`src/rtl/core/lcdww_pkg.sv`:
```
// Shared types, display command codes and state encodings for the LCD word-wrap block.
package lcdww_pkg;

  localparam logic [7:0] CHAR_SPACE       = 8'h20;
  localparam logic [7:0] CHAR_NEWLINE     = 8'h0A;

  localparam logic [7:0] CMD_LINE2        = 8'hC0;
  localparam logic [7:0] CMD_CLEAR        = 8'h01;
  localparam logic [7:0] CMD_HOME_LINE1   = 8'h80;
  localparam logic [7:0] CMD_RETURN_HOME  = 8'h02;
  localparam logic [7:0] CMD_FUNCTION_SET = 8'h28;
  localparam logic [7:0] CMD_DISPLAY_ON   = 8'h0C;
  localparam logic [7:0] CMD_ENTRY_MODE   = 8'h06;

  localparam logic [2:0] SETUP_LAST       = 3'd6;

  localparam int QUEUE_DEPTH = 4;
  localparam int QPW         = $clog2(QUEUE_DEPTH);

  typedef enum logic [1:0] {
    OP_INIT,
    OP_STORE,
    OP_SEND
  } op_kind_t;

  typedef struct packed {
    op_kind_t   kind;
    logic [7:0] data;
    logic       has_delim;
    logic       line_reset;
    logic       item_end;
  } op_t;

  typedef enum logic [2:0] {
    F_IDLE,
    F_INIT,
    F_DELIM,
    F_SPLIT,
    F_STORE,
    F_FINAL
  } front_state_t;

  typedef enum logic [2:0] {
    B_IDLE,
    B_INIT,
    B_MOVE1,
    B_MOVE2,
    B_CHARS,
    B_DELIM
  } back_state_t;

  function automatic logic [7:0] setup_byte(input logic [2:0] idx);
    logic [7:0] b;
    case (idx)
      3'd0:    b = CMD_CLEAR;
      3'd1:    b = CMD_RETURN_HOME;
      3'd2:    b = CMD_FUNCTION_SET;
      3'd3:    b = CMD_DISPLAY_ON;
      3'd4:    b = CMD_ENTRY_MODE;
      3'd5:    b = CMD_CLEAR;
      3'd6:    b = CMD_HOME_LINE1;
      default: b = CMD_HOME_LINE1;
    endcase
    return b;
  endfunction

endpackage

```
`src/rtl/core/lcdww_if.sv`:
```
// Valid/ready channel interfaces for message characters and display writes.
interface lcdww_msg_if;
  logic       valid;
  logic       ready;
  logic       cmd;
  logic [7:0] character;
  logic       message_end;

  modport source (output valid, output cmd, output character, output message_end, input ready);
  modport sink   (input valid, input cmd, input character, input message_end, output ready);
endinterface

interface lcdww_wr_if;
  logic       valid;
  logic       ready;
  logic       register_select;
  logic [7:0] byte_value;
  logic       run_end;

  modport source (output valid, output register_select, output byte_value, output run_end,
                  input ready);
  modport sink   (input valid, input register_select, input byte_value, input run_end,
                  output ready);
endinterface

```
`src/rtl/core/lcd_text_word_wrap.sv`:
```
// Top level of the LCD word-wrap writer: front end, operation queue and back end.
// Front end: accepts a new message item only after the operations for the previous one are
//   queued, with an extra send on a word split or when a word character ends the message.
// Back end: pops each op in its idle state, then issues one write per cycle unless the
//   output is stalled (wr.ready low).
// Reset (rst, synchronous): control, counters and queue cleared; word store is not cleared.
module lcd_text_word_wrap import lcdww_pkg::*; #(
  parameter int LINE_CHARS = 16
) (
  input  logic         clk,
  input  logic         rst,
  lcdww_msg_if.sink    msg,
  lcdww_wr_if.source   wr
);

  logic push, full, pop, avail;
  op_t  push_op, pop_op;

  lcdww_front #(.LINE_CHARS(LINE_CHARS)) u_front (
    .clk     (clk),
    .rst     (rst),
    .msg     (msg),
    .push    (push),
    .push_op (push_op),
    .full    (full)
  );

  lcdww_queue u_queue (
    .clk     (clk),
    .rst     (rst),
    .push    (push),
    .push_op (push_op),
    .full    (full),
    .pop     (pop),
    .pop_op  (pop_op),
    .avail   (avail)
  );

  lcdww_back #(.LINE_CHARS(LINE_CHARS)) u_back (
    .clk   (clk),
    .rst   (rst),
    .avail (avail),
    .op    (pop_op),
    .pop   (pop),
    .wr    (wr)
  );

endmodule

```
`src/rtl/core/lcdww_front.sv`:
```
// Front end: accepts message items, classifies them and queues operations for the back end.
module lcdww_front import lcdww_pkg::*; #(
  parameter int LINE_CHARS = 16
) (
  input  logic         clk,
  input  logic         rst,
  lcdww_msg_if.sink    msg,
  output logic         push,
  output op_t          push_op,
  input  logic         full
);

  localparam int CW = $clog2(LINE_CHARS + 1);

  front_state_t   state, state_next;
  logic [CW-1:0]  fcount, fcount_next;
  logic [7:0]     chr;
  logic           last;
  logic           is_delim;

  assign is_delim = (msg.character == CHAR_SPACE) || (msg.character == CHAR_NEWLINE);

  always_ff @(posedge clk) begin
    if (rst) begin
      state  <= F_IDLE;
      fcount <= '0;
    end else begin
      state  <= state_next;
      fcount <= fcount_next;
    end
  end

  always_ff @(posedge clk) begin
    if (msg.valid && msg.ready) begin
      chr  <= msg.character;
      last <= msg.message_end;
    end
  end

  always_comb begin
    state_next         = state;
    fcount_next        = fcount;
    msg.ready          = 1'b0;
    push               = 1'b0;
    push_op.kind       = OP_SEND;
    push_op.data       = chr;
    push_op.has_delim  = 1'b0;
    push_op.line_reset = 1'b0;
    push_op.item_end   = 1'b1;
    case (state)
      F_IDLE: begin
        msg.ready = 1'b1;
        if (msg.valid) begin
          if (msg.cmd) begin
            state_next = F_INIT;
          end else if (is_delim) begin
            state_next = F_DELIM;
          end else if (fcount >= CW'(LINE_CHARS)) begin
            state_next = F_SPLIT;
          end else begin
            state_next = F_STORE;
          end
        end
      end
      F_INIT: begin
        push_op.kind = OP_INIT;
        push         = !full;
        if (!full) begin
          fcount_next = '0;
          state_next  = F_IDLE;
        end
      end
      F_DELIM: begin
        push_op.has_delim  = 1'b1;
        push_op.line_reset = last;
        push               = !full;
        if (!full) begin
          fcount_next = '0;
          state_next  = F_IDLE;
        end
      end
      F_SPLIT: begin
        // full buffer: flush it before the new character; the final send follows on message end
        push_op.item_end = !last;
        push             = !full;
        if (!full) begin
          fcount_next = '0;
          state_next  = F_STORE;
        end
      end
      F_STORE: begin
        push_op.kind = OP_STORE;
        push         = !full;
        if (!full) begin
          fcount_next = fcount + CW'(1);
          state_next  = last ? F_FINAL : F_IDLE;
        end
      end
      F_FINAL: begin
        push_op.line_reset = 1'b1;
        push               = !full;
        if (!full) begin
          fcount_next = '0;
          state_next  = F_IDLE;
        end
      end
      default: begin
        state_next = F_IDLE;
      end
    endcase
  end

endmodule

```
`src/rtl/core/lcdww_queue.sv`:
```
// Small operation queue between the front and back ends.
module lcdww_queue import lcdww_pkg::*; (
  input  logic clk,
  input  logic rst,
  input  logic push,
  input  op_t  push_op,
  output logic full,
  input  logic pop,
  output op_t  pop_op,
  output logic avail
);

  op_t            entries [QUEUE_DEPTH];
  logic [QPW-1:0] wptr, rptr;
  logic [QPW:0]   used;

  assign full   = (used == (QPW+1)'(QUEUE_DEPTH));
  assign avail  = (used != '0);
  assign pop_op = entries[rptr];

  always_ff @(posedge clk) begin
    if (rst) begin
      wptr <= '0;
      rptr <= '0;
      used <= '0;
    end else begin
      if (push) begin
        wptr <= wptr + QPW'(1);
      end
      if (pop) begin
        rptr <= rptr + QPW'(1);
      end
      if (push && !pop) begin
        used <= used + (QPW+1)'(1);
      end else if (pop && !push) begin
        used <= used - (QPW+1)'(1);
      end
    end
  end

  always_ff @(posedge clk) begin
    if (push) begin
      entries[wptr] <= push_op;
    end
  end

endmodule

```
`src/rtl/core/lcdww_back.sv`:
```
// Back end: word store, line tracking and sequencing of display writes.
module lcdww_back import lcdww_pkg::*; #(
  parameter int LINE_CHARS = 16
) (
  input  logic         clk,
  input  logic         rst,
  input  logic         avail,
  input  op_t          op,
  output logic         pop,
  lcdww_wr_if.source   wr
);

  localparam int CW = $clog2(LINE_CHARS + 1);
  localparam int IW = $clog2(LINE_CHARS);
  localparam int SW = CW + 1;

  back_state_t   state, state_next;
  logic [CW-1:0] bcount;
  logic [CW-1:0] pos;
  logic          line2;
  logic [2:0]    idx;
  logic [IW-1:0] k;

  logic          clr;
  logic [7:0]    delim;
  logic          delim_go;
  logic          line_reset;
  logic          item_end;

  logic [7:0]    store [LINE_CHARS];
  logic [7:0]    rd_data;
  logic [IW-1:0] rd_addr;

  logic          can_emit, emit, e_rs, e_end, done;
  logic [7:0]    e_byte;
  logic          move, delim_fit, char_last;
  logic [CW-1:0] base, cnt_m1;
  back_state_t   after_move;

  assign can_emit   = !wr.valid || wr.ready;
  assign move       = (({1'b0, pos} + {1'b0, bcount}) > SW'(LINE_CHARS))
                      || (pos == CW'(LINE_CHARS));
  assign base       = move ? '0 : pos;
  assign delim_fit  = ({1'b0, base} + {1'b0, bcount}) < SW'(LINE_CHARS);
  assign cnt_m1     = bcount - CW'(1);
  assign char_last  = (k == cnt_m1[IW-1:0]);
  assign after_move = (bcount != '0) ? B_CHARS : B_DELIM;

  always_comb begin
    state_next = state;
    pop        = 1'b0;
    emit       = 1'b0;
    e_rs       = 1'b0;
    e_byte     = '0;
    e_end      = 1'b0;
    done       = 1'b0;
    rd_addr    = '0;
    case (state)
      B_IDLE: begin
        if (avail) begin
          pop = 1'b1;
          case (op.kind)
            OP_INIT:  state_next = B_INIT;
            OP_STORE: state_next = B_IDLE;
            OP_SEND: begin
              if (move) begin
                state_next = B_MOVE1;
              end else begin
                state_next = after_move;
              end
            end
            default:  state_next = B_IDLE;
          endcase
        end
      end
      B_INIT: begin
        emit   = can_emit;
        e_byte = setup_byte(idx);
        e_end  = (idx == SETUP_LAST);
        if (can_emit && idx == SETUP_LAST) begin
          state_next = B_IDLE;
        end
      end
      B_MOVE1: begin
        emit   = can_emit;
        e_byte = clr ? CMD_CLEAR : CMD_LINE2;
        if (can_emit) begin
          state_next = clr ? B_MOVE2 : after_move;
        end
      end
      B_MOVE2: begin
        emit   = can_emit;
        e_byte = CMD_HOME_LINE1;
        if (can_emit) begin
          state_next = after_move;
        end
      end
      B_CHARS: begin
        emit    = can_emit;
        e_rs    = 1'b1;
        e_byte  = rd_data;
        e_end   = char_last && !delim_go && item_end;
        rd_addr = k;
        if (can_emit) begin
          rd_addr = char_last ? '0 : k + IW'(1);
          if (char_last) begin
            state_next = delim_go ? B_DELIM : B_IDLE;
            done       = !delim_go;
          end
        end
      end
      B_DELIM: begin
        emit   = can_emit;
        e_rs   = 1'b1;
        e_byte = delim;
        e_end  = item_end;
        if (can_emit) begin
          state_next = B_IDLE;
          done       = 1'b1;
        end
      end
      default: begin
        state_next = B_IDLE;
      end
    endcase
  end

  always_ff @(posedge clk) begin
    if (rst) begin
      state    <= B_IDLE;
      bcount   <= '0;
      pos      <= '0;
      line2    <= 1'b0;
      idx      <= '0;
      k        <= '0;
      wr.valid <= 1'b0;
    end else begin
      state <= state_next;
      if (emit) begin
        wr.valid <= 1'b1;
      end else if (wr.ready) begin
        wr.valid <= 1'b0;
      end
      if (pop) begin
        case (op.kind)
          OP_INIT: begin
            bcount <= '0;
            pos    <= '0;
            line2  <= 1'b0;
            idx    <= '0;
          end
          OP_STORE: begin
            bcount <= bcount + CW'(1);
          end
          OP_SEND: begin
            pos <= base;
            k   <= '0;
            if (move) begin
              line2 <= !line2;
            end
          end
          default: begin
            bcount <= bcount;
          end
        endcase
      end
      if (emit && state == B_INIT) begin
        idx <= idx + 3'd1;
      end
      if (emit && state == B_CHARS) begin
        k <= k + IW'(1);
      end
      if (done) begin
        bcount <= '0;
      end
      if (done && line_reset) begin
        pos   <= '0;
        line2 <= 1'b0;
      end else if (emit && (state == B_CHARS || state == B_DELIM)) begin
        pos <= pos + CW'(1);
      end
    end
  end

  always_ff @(posedge clk) begin
    if (emit) begin
      wr.register_select <= e_rs;
      wr.byte_value      <= e_byte;
      wr.run_end         <= e_end;
    end
    if (pop && op.kind == OP_SEND) begin
      clr        <= line2;
      delim      <= op.data;
      delim_go   <= op.has_delim && delim_fit;
      line_reset <= op.line_reset;
      item_end   <= op.item_end;
    end
    if (pop && op.kind == OP_STORE) begin
      store[bcount[IW-1:0]] <= op.data;
    end
    rd_data <= store[rd_addr];
  end

  a_count_bound: assert property (@(posedge clk) disable iff (rst)
    bcount <= CW'(LINE_CHARS))
    else $error("word count beyond line length");

  a_pos_bound: assert property (@(posedge clk) disable iff (rst)
    pos <= CW'(LINE_CHARS))
    else $error("line position beyond line length");

  a_chars_index: assert property (@(posedge clk) disable iff (rst)
    (state == B_CHARS) |-> (CW'(k) < bcount))
    else $error("character index outside buffered word");

  a_store_room: assert property (@(posedge clk) disable iff (rst)
    (pop && op.kind == OP_STORE) |-> (bcount < CW'(LINE_CHARS)))
    else $error("store into a full word buffer");

endmodule
```
`src/flat_wrapper.sv`:
```
// flat-port wrapper written by rule: the top's interface ports become plain ports
module lcd_text_word_wrap_flat import lcdww_pkg::*;
#(
  parameter int LINE_CHARS = 16
)
  (clk, rst, msg_valid, msg_cmd, msg_character, msg_message_end, msg_ready, wr_valid, wr_register_select, wr_byte_value, wr_run_end, wr_ready);
  lcdww_msg_if msg_i ();
  lcdww_wr_if wr_i ();
  input  logic clk;
  input  logic rst;
  input wire logic [$bits(msg_i.valid)-1:0] msg_valid;
  input wire logic [$bits(msg_i.cmd)-1:0] msg_cmd;
  input wire logic [$bits(msg_i.character)-1:0] msg_character;
  input wire logic [$bits(msg_i.message_end)-1:0] msg_message_end;
  output wire logic [$bits(msg_i.ready)-1:0] msg_ready;
  output wire logic [$bits(wr_i.valid)-1:0] wr_valid;
  output wire logic [$bits(wr_i.register_select)-1:0] wr_register_select;
  output wire logic [$bits(wr_i.byte_value)-1:0] wr_byte_value;
  output wire logic [$bits(wr_i.run_end)-1:0] wr_run_end;
  input wire logic [$bits(wr_i.ready)-1:0] wr_ready;
  assign msg_i.valid = msg_valid;
  assign msg_i.cmd = msg_cmd;
  assign msg_i.character = msg_character;
  assign msg_i.message_end = msg_message_end;
  assign msg_ready = msg_i.ready;
  assign wr_valid = wr_i.valid;
  assign wr_register_select = wr_i.register_select;
  assign wr_byte_value = wr_i.byte_value;
  assign wr_run_end = wr_i.run_end;
  assign wr_i.ready = wr_ready;
  lcd_text_word_wrap #(.LINE_CHARS(LINE_CHARS)) u_core (.clk(clk), .rst(rst), .msg(msg_i), .wr(wr_i));
endmodule
```
`config.mk`:
```
export PLATFORM = sky130hd
export DESIGN_NAME = lcd_text_word_wrap_flat
export DESIGN_NICKNAME = d
export VERILOG_FILES = /design/src/rtl/core/lcdww_pkg.sv /design/src/rtl/core/lcdww_if.sv /design/src/rtl/core/lcd_text_word_wrap.sv /design/src/rtl/core/lcdww_front.sv /design/src/rtl/core/lcdww_queue.sv /design/src/rtl/core/lcdww_back.sv /design/src/flat_wrapper.sv
export SDC_FILE = /design/constraint.sdc
export NUM_CORES = 1
export LEC_CHECK = 0
export ABC_AREA = 1
export BUFFER_PORTS_ARGS = -buffer_cell sky130_fd_sc_hd__buf_4
export CORE_MARGIN = 5
export CORE_UTILIZATION = 50
export DETAILED_ROUTE_END_ITERATION = 12
export PLACE_DENSITY = 0.68
export REMOVE_ABC_BUFFERS = 1
export SLEW_MARGIN = 20
export SYNTH_ARGS = -nofsm -noshare
export SYNTH_HDL_FRONTEND = slang
export SYNTH_SLANG_ARGS = --single-unit
```
`constraint.sdc`:
```
create_clock -name clk -period 2.9 [get_ports clk]
set_input_delay 0 -clock clk [delete_from_list [all_inputs] [get_ports clk]]
set_output_delay 0 -clock clk [all_outputs]
set_load 0.03 [all_outputs]
```
Word-level counts from Yosys, hierarchy flattened
Memories as Yosys holds them, arrays and structs flattened. A register that Yosys moved wholly into a read port is not among the register bits.
Index checks and enable logic that the tools add are counted.
- add/subtract/negate cells: 12
- $lt $le $gt $ge: 3
- eq/ne operators: 36
- muxes and demuxes: 69
- reductions and logical operators: 57
- operators with widths (kind ; number):
    $pmux W8 S5 ; 2
    $mux W3 ; 23
    $pmux W5 S2 ; 3
    $mux W5 ; 5
    $eq A3 B3 Y1 const B ; 8
    $mux W4 ; 6
    $ne A2 B2 Y1 const B ; 12
    $reduce_bool A2 Y1 ; 10
    $mux W1 ; 19
    $eq A3 B2 Y1 const B ; 6
    $pmux W3 S6 ; 1
    $add A5 B1 Y5 const B ; 3
    $logic_and A1 B1 Y1 ; 13
    $add A5 B5 Y6 ; 2
    $pmux W3 S4 ; 1
    $reduce_or A5 Y1 ; 2
    $eq A3 B1 Y1 const B ; 3
    $logic_not A3 Y1 ; 3
    $eq A8 B4 Y1 const B ; 1
    $eq A8 B6 Y1 const B ; 1
    $mux W8 ; 1
    $reduce_and A2 Y1 ; 4
    $reduce_or A2 Y1 ; 4
    $logic_not A1 Y1 ; 7
    27 further kinds ; 37
- bits in registers: 68
- bits in writable memories: 180
- input bits: 14
- word-level logic and storage cells: 201
- memories kept: 2
- memories (memory ; words ; bits a word ; rd ports ; clocked after memory_dff ; write ports ; RTL line ; text):
    u_core.u_back.store ; 16 ; 8 ; 1 ; 1 ; 1 ; lcdww_back.sv:30 ; logic [7:0] store [LINE_CHARS];
    u_core.u_queue.entries ; 4 ; 13 ; 1 ; 1 ; 1 ; lcdww_queue.sv:13 ; op_t entries [QUEUE_DEPTH];

Longest topological paths before layout
- word-level depth: 7
- mapped depth: 18

Cells and area by module
From an unflattened synthesis, not the netlist that was laid out.
- cells, all modules: 1190
- area total of the unflattened synthesis: 12057.8 um^2
- by module, submodules not included (module ; times used ; cells each ; area an instance (um^2)):
    lcdww_back ; 1 ; 904 ; 8798.4
    lcdww_queue ; 1 ; 185 ; 2423.6
    lcdww_front ; 1 ; 101 ; 835.8

Worst setup path before layout
Ideal clock, no wire load.
- path type: register to register
- start point: register u_core.u_back.bcount[0]
- end point: register u_core.u_back.delim_go (data pin)
- library setup time: 152 ps
- arrival time: 2709 ps
- path slack: 39 ps
- stages on the path, launching flop included: 13
- period minus slack after synthesis: 2861 ps
- cell sequence: dfxtp_1 ha_1 fa_1 or2_2 nor2_1 nand3_1 nand2_1 nand2_1 nor2_1 ha_1 a2111oi_0 nand3_1 a31oi_1
- cells in the longest elaborated chain, start to end: 7
- RTL lines (what ; RTL line ; text):
    start, declared ; lcdww_back.sv:18 ; logic [CW-1:0] bcount;
    start signal, assigned ; lcdww_back.sv:153 ; bcount <= bcount + CW'(1);
    start signal, assigned ; lcdww_back.sv:163 ; bcount <= bcount;
    $add A5 B5 Y6 ; lcdww_back.sv:41 ; assign move = (({1'b0, pos} + {1'b0, bcount}) > SW'(LINE_CHARS))
    $gt A6 B5 Y1 ; lcdww_back.sv:41 ;
    $logic_or A1 B1 Y1 ; lcdww_back.sv:42 ; || (pos == CW'(LINE_CHARS));
    $mux W5 ; lcdww_back.sv:43 ; assign base = move ? '0 : pos;
    $add A5 B5 Y6 (*) ; lcdww_back.sv:44 ; assign delim_fit = ({1'b0, base} + {1'b0, bcount}) < SW'(LINE_CHARS);
    $lt A6 B5 Y1 (*) ; lcdww_back.sv:44 ;
    $logic_and A1 B1 Y1 (*) ; lcdww_back.sv:194 ; delim_go <= op.has_delim && delim_fit;
    end signal, assigned ; lcdww_back.sv:194 ;
    end, declared ; lcdww_back.sv:26 ; logic delim_go;
Mark *: on every way between the ends. The rest lies on a longest branch, timed or not.
A chain may end at the register's enable or synchronous reset.

Final worst setup path
Ends and elaborated chain as after synthesis.

==> reports/qor.yml <==
outcome:
  run_status: "finished, final reports clean"
worst_setup_path:
  cp-end-kind: "flip-flop"
  crit_path_cell_trace: "ha_2 > fa_1 > or2_2 > nor2_1 > nand3_1 > nand2_2 > nand2_2 > nor2_4 > ha_4 > a2111oi_4 > nand3_1 > a31oi_1"
  worstSetupStartpointType: "flip-flop"
  worstPathMaxFanout: 5
  worst_setup_path_startpoint: "u_core.u_back.bcount[0]$_SDFFE_PP0P_"
  critical_path_arrival_ps: 3160
  required_ps: 3270
  timing.critical_path.slowest_cell_delay_ps: 470
  path_class: "reg -> reg"
  r2r-start: "u_core.u_back.bcount[0]$_SDFFE_PP0P_"
  cp_slowest_cell: "sky130_fd_sc_hd__fa_1"
  worst-r2r-setup-slack_ps: 110
floorplan:
  floorplan_die_area_um2: 26800
  core_um2: 23300
  row_count: 56
  starting_density_of_the_core: 0.506
  io_pins: 26
  chipWidth_um: 164
  chipHeight_um: 164
synthesis:
  post_synthesis_cell_area_um2: 11800
  ys_ff_latch: 258
  yosysSeqAreaShare: 0.617
  synth_cell_types: 43
  syn-mean-instance-area_um2: 10.1
  synth_cells: 1167
  synth.yosys.warnings: 0
detailed_routing:
  drt-initial-drc-count: 669
  totalWireLength_um: 25200
  route.antenna.remaining_nets: 0
  route.vias.total: 8249
  detail_route.vias_per_cell: 5.19
  post-route-drc-count: 0
  detailedRoute.firstPassIterationCount: 5
  drt-wirelength-per-cell_um: 15.9
placement:
  place.detailed.hpwl_um: 16400
  port_buffers: 25
  globalplace.congestion: 0.865
  dp.cells: 1525
clock_tree:
  clkTransAtPathRegs_ps: 60
  post-cts-setup-buffers: 0
  cts-htree-levels: 1
  tritoncts_num_sinks: 258
  tritoncts: "yes"
  tritoncts.num_buffers: 27
  clock_latency_reported_for_the_late_side_of_the_worst_skew_pair_ps: 530
  cts.path.max_buffers: 3
  root_buffer: "sky130_fd_sc_hd__clkbuf_16"
global_routing:
  grt.overflow.total: 0
  grt_pass1_wl_um: 40800
  grt.total_usage: 0.191
  pin_count_of_the_biggest_net_entering_global_routing: 65
  via_count_of_the_first_global_routing_pass: 7965
  grt_antenna_before_repair: 0
cells_and_area:
  syn_to_final_growth_pct: 15.5
  antenna_cells: 0
  finish.utilization: 0.584
  finalNonFillerCells: 1590
  drive_above_1_share: 0.131
  num-nets-final: 1294
  number_of_inserted_filler_cells_in_the_final_layout: 1931
flow_run:
  maxCapViolations: 0
power:
  p_switching_mw: 4.17
  cellLeakagePower_nw: 5.55
  combinational_share_of_power: 0.295
  report.power.total_mw: 12.3
  internal-power_mw: 8.14
  power_density_nw_per_um2: 903
  seqPwrFrac: 0.436
  peakVddDrop_uv: 617
  clockPowerShare: 0.269
  power.switching_fraction: 0.339
sta:
  timing.max_slew.rel_slack: 0.469
  worst-slew-pin-transition_ps: 796
  maximum_clock_skew_at_final_layout_ps: 13.7
  final_period_minus_worst_setup_slack_ps: 2790
  final_setup_vio_count: 0
  final_hold_viol_count: 0
  rsz_0062_raised_after_global_routing: "no"
  tns_ps: 0
  final.period_utilization: 0.962
  clock.fmax_ghz: 0.358
  finalMaxSlewViolations: 0
min_path:
  holdCritPathClass: "in -> reg"
  startpoint_of_the_tightest_hold_check_path: "msg_message_end"
[layer usage]
layer / vias up / GRT usage / wire length [um]
met2: 204 / 0.326 / 12400
met1: 3904 / 0.260 / 11000
met5: - / 0 / 0
met4: 0 / 0.0461 / 512
li1: 4100 / - / -
met3: 41 / 0.0250 / 1340
[power groups by stage]
stage / Combinational [mW] / Sequential, mW / Clock, mW
2_1_floorplan: 2.10 / 5.47 / 0
5_1_grt: 4.05 / 5.42 / 3.55
3_3_place_gp: 3.56 / 5.43 / 0
6_report: 3.63 / 5.37 / 3.31
3_5_place_dp: 3.62 / 5.45 / 0
4_1_cts: 3.67 / 5.37 / 3.38
[Yosys cell counts (all sizes together)]
| cell type | number | area, um2 |
|---|---|---|
| a31o | 1 | 8.76 |
| edfxtp | 211 | 6340 |
| nor2 | 94 | 408 |
| nor3 | 12 | 71.3 |
| nand3 | 173 | 916 |
| nand4 | 6 | 37.5 |
| a22o | 1 | 8.76 |
| clkbuf | 8 | 30.0 |
| a31oi | 1 | 6.26 |
| buf | 31 | 216 |
| nand3b | 16 | 120 |
| ha | 28 | 350 |
| nand2 | 237 | 930 |
| fa | 2 | 40.0 |
| a21o | 1 | 7.51 |
| a21oi | 41 | 209 |
| a22oi | 2 | 15.0 |
| a2111oi | 1 | 8.76 |
| xor2 | 8 | 70.1 |
| or2 | 2 | 12.5 |
| dfxtp | 47 | 941 |
| o21ai | 51 | 255 |
| o2111ai | 1 | 8.76 |
| o21bai | 2 | 15.0 |
| o211ai | 3 | 22.5 |
| o31ai | 1 | 7.51 |
| inv | 168 | 631 |
| a211oi | 4 | 30.0 |
| o22ai | 14 | 87.6 |
[state kept, by name, summed over array words and instances (netlist names), 2 cells and up, named ones only]
signal,flops
u_core.u_back.delim,8
u_core.u_back.idx,3
u_core.u_front.state,3
u_core.u_back.wr.byte_value,8
u_core.u_queue.used,3
u_core.u_front.fcount,5
u_core.u_front.chr,8
u_core.u_queue.rptr,2
u_core.u_back.pos,5
u_core.u_back.k,4
u_core.u_back.store,128
u_core.u_queue.wptr,2
u_core.u_back.bcount,5
u_core.u_back.state,3
u_core.u_back.rd_data,8
u_core.u_queue.entries,52
[worst paths after layout]
path	depth (start not counted)	to
max	12	u_core.u_back.delim_go$_DFFE_PP_
min	2	u_core.u_front.last$_DFFE_PP_
min reg2reg	0	u_core.u_back.clr$_DFFE_PP_
max reg2reg	12	u_core.u_back.delim_go$_DFFE_PP_
[worst max-delay path: cells and delay by family (launching register included)]
family	cells	cell delay [ps]
adder cells (fa/ha/maj)	3	900
AND/OR/NAND/NOR	7	960
flip-flops	1	320
AO/OA/AOI/OAI	2	450
[metrics by stage]
step	hold WS, ps	setup slack [ps]	instance area, um2
finish	185	109	13600
global route	176	5.61	13600
global placement	179	9.89	12600
CTS	170	15.3	13600
detailed placement	180	-53.6	12600
floorplan	69.1	-738	11600
[cell type report]
class	count	area [um2]	share of cell area
timing repair buffer	93	773	0.0567
multi-input combinational	702	3700	0.271
clock buffer	36	729	0.0535
tap	319	399	0.0293
sequential	258	7280	0.534
inverter	168	631	0.0463
clock inverter	14	128	0.00936
[cell usage in the layout (no fill, tap or decap), types with 3 or more instances in the layout]
| cell | n |
|---|---|
| sky130_fd_sc_hd__nor3_1 | 11 |
| sky130_fd_sc_hd__nand3_2 | 11 |
| sky130_fd_sc_hd__nand2_2 | 6 |
| sky130_fd_sc_hd__nor2_1 | 85 |
| sky130_fd_sc_hd__buf_4 | 75 |
| sky130_fd_sc_hd__nand2_1 | 227 |
| sky130_fd_sc_hd__inv_1 | 158 |
| sky130_fd_sc_hd__nand2_4 | 4 |
| sky130_fd_sc_hd__nand4_1 | 6 |
| sky130_fd_sc_hd__ha_1 | 26 |
| sky130_fd_sc_hd__dlygate4sd3_1 | 15 |
| sky130_fd_sc_hd__o211ai_1 | 3 |
| sky130_fd_sc_hd__nand3_1 | 162 |
| sky130_fd_sc_hd__clkbuf_16 | 27 |
| sky130_fd_sc_hd__a211oi_1 | 4 |
| sky130_fd_sc_hd__dfxtp_1 | 47 |
| sky130_fd_sc_hd__a21oi_1 | 40 |
| sky130_fd_sc_hd__o21ai_0 | 50 |
| sky130_fd_sc_hd__clkinv_2 | 7 |
| sky130_fd_sc_hd__o22ai_1 | 14 |
| sky130_fd_sc_hd__buf_12 | 3 |
| sky130_fd_sc_hd__xor2_1 | 8 |
| sky130_fd_sc_hd__nand3b_1 | 16 |
| sky130_fd_sc_hd__clkbuf_1 | 7 |
| sky130_fd_sc_hd__edfxtp_1 | 211 |
| sky130_fd_sc_hd__inv_2 | 10 |
| sky130_fd_sc_hd__nor2_4 | 8 |
[kinds of logic (layout without fill, tap and decap cells)]
kind of cell	after synthesis	in the layout	synth area share
AO/OA/AOI/OAI	124	124	0.0585
buffers and inverters	207	311	0.0743
AND/OR/NAND/NOR	540	540	0.211
XOR/XNOR	8	8	0.00594
adder cells (fa/ha/maj)	30	30	0.0331
flip-flops	258	258	0.617
[repair_timing]
item / CTS / global route
resized for setup: 4 / 5
hold buffers: 15 / 0
pin swaps: 1 / 1
endpoints found under the hold margin: 32 / 0
endpoints found under the setup margin: 1 / 1
Note: power is estimated with default switching activity, not from simulation.
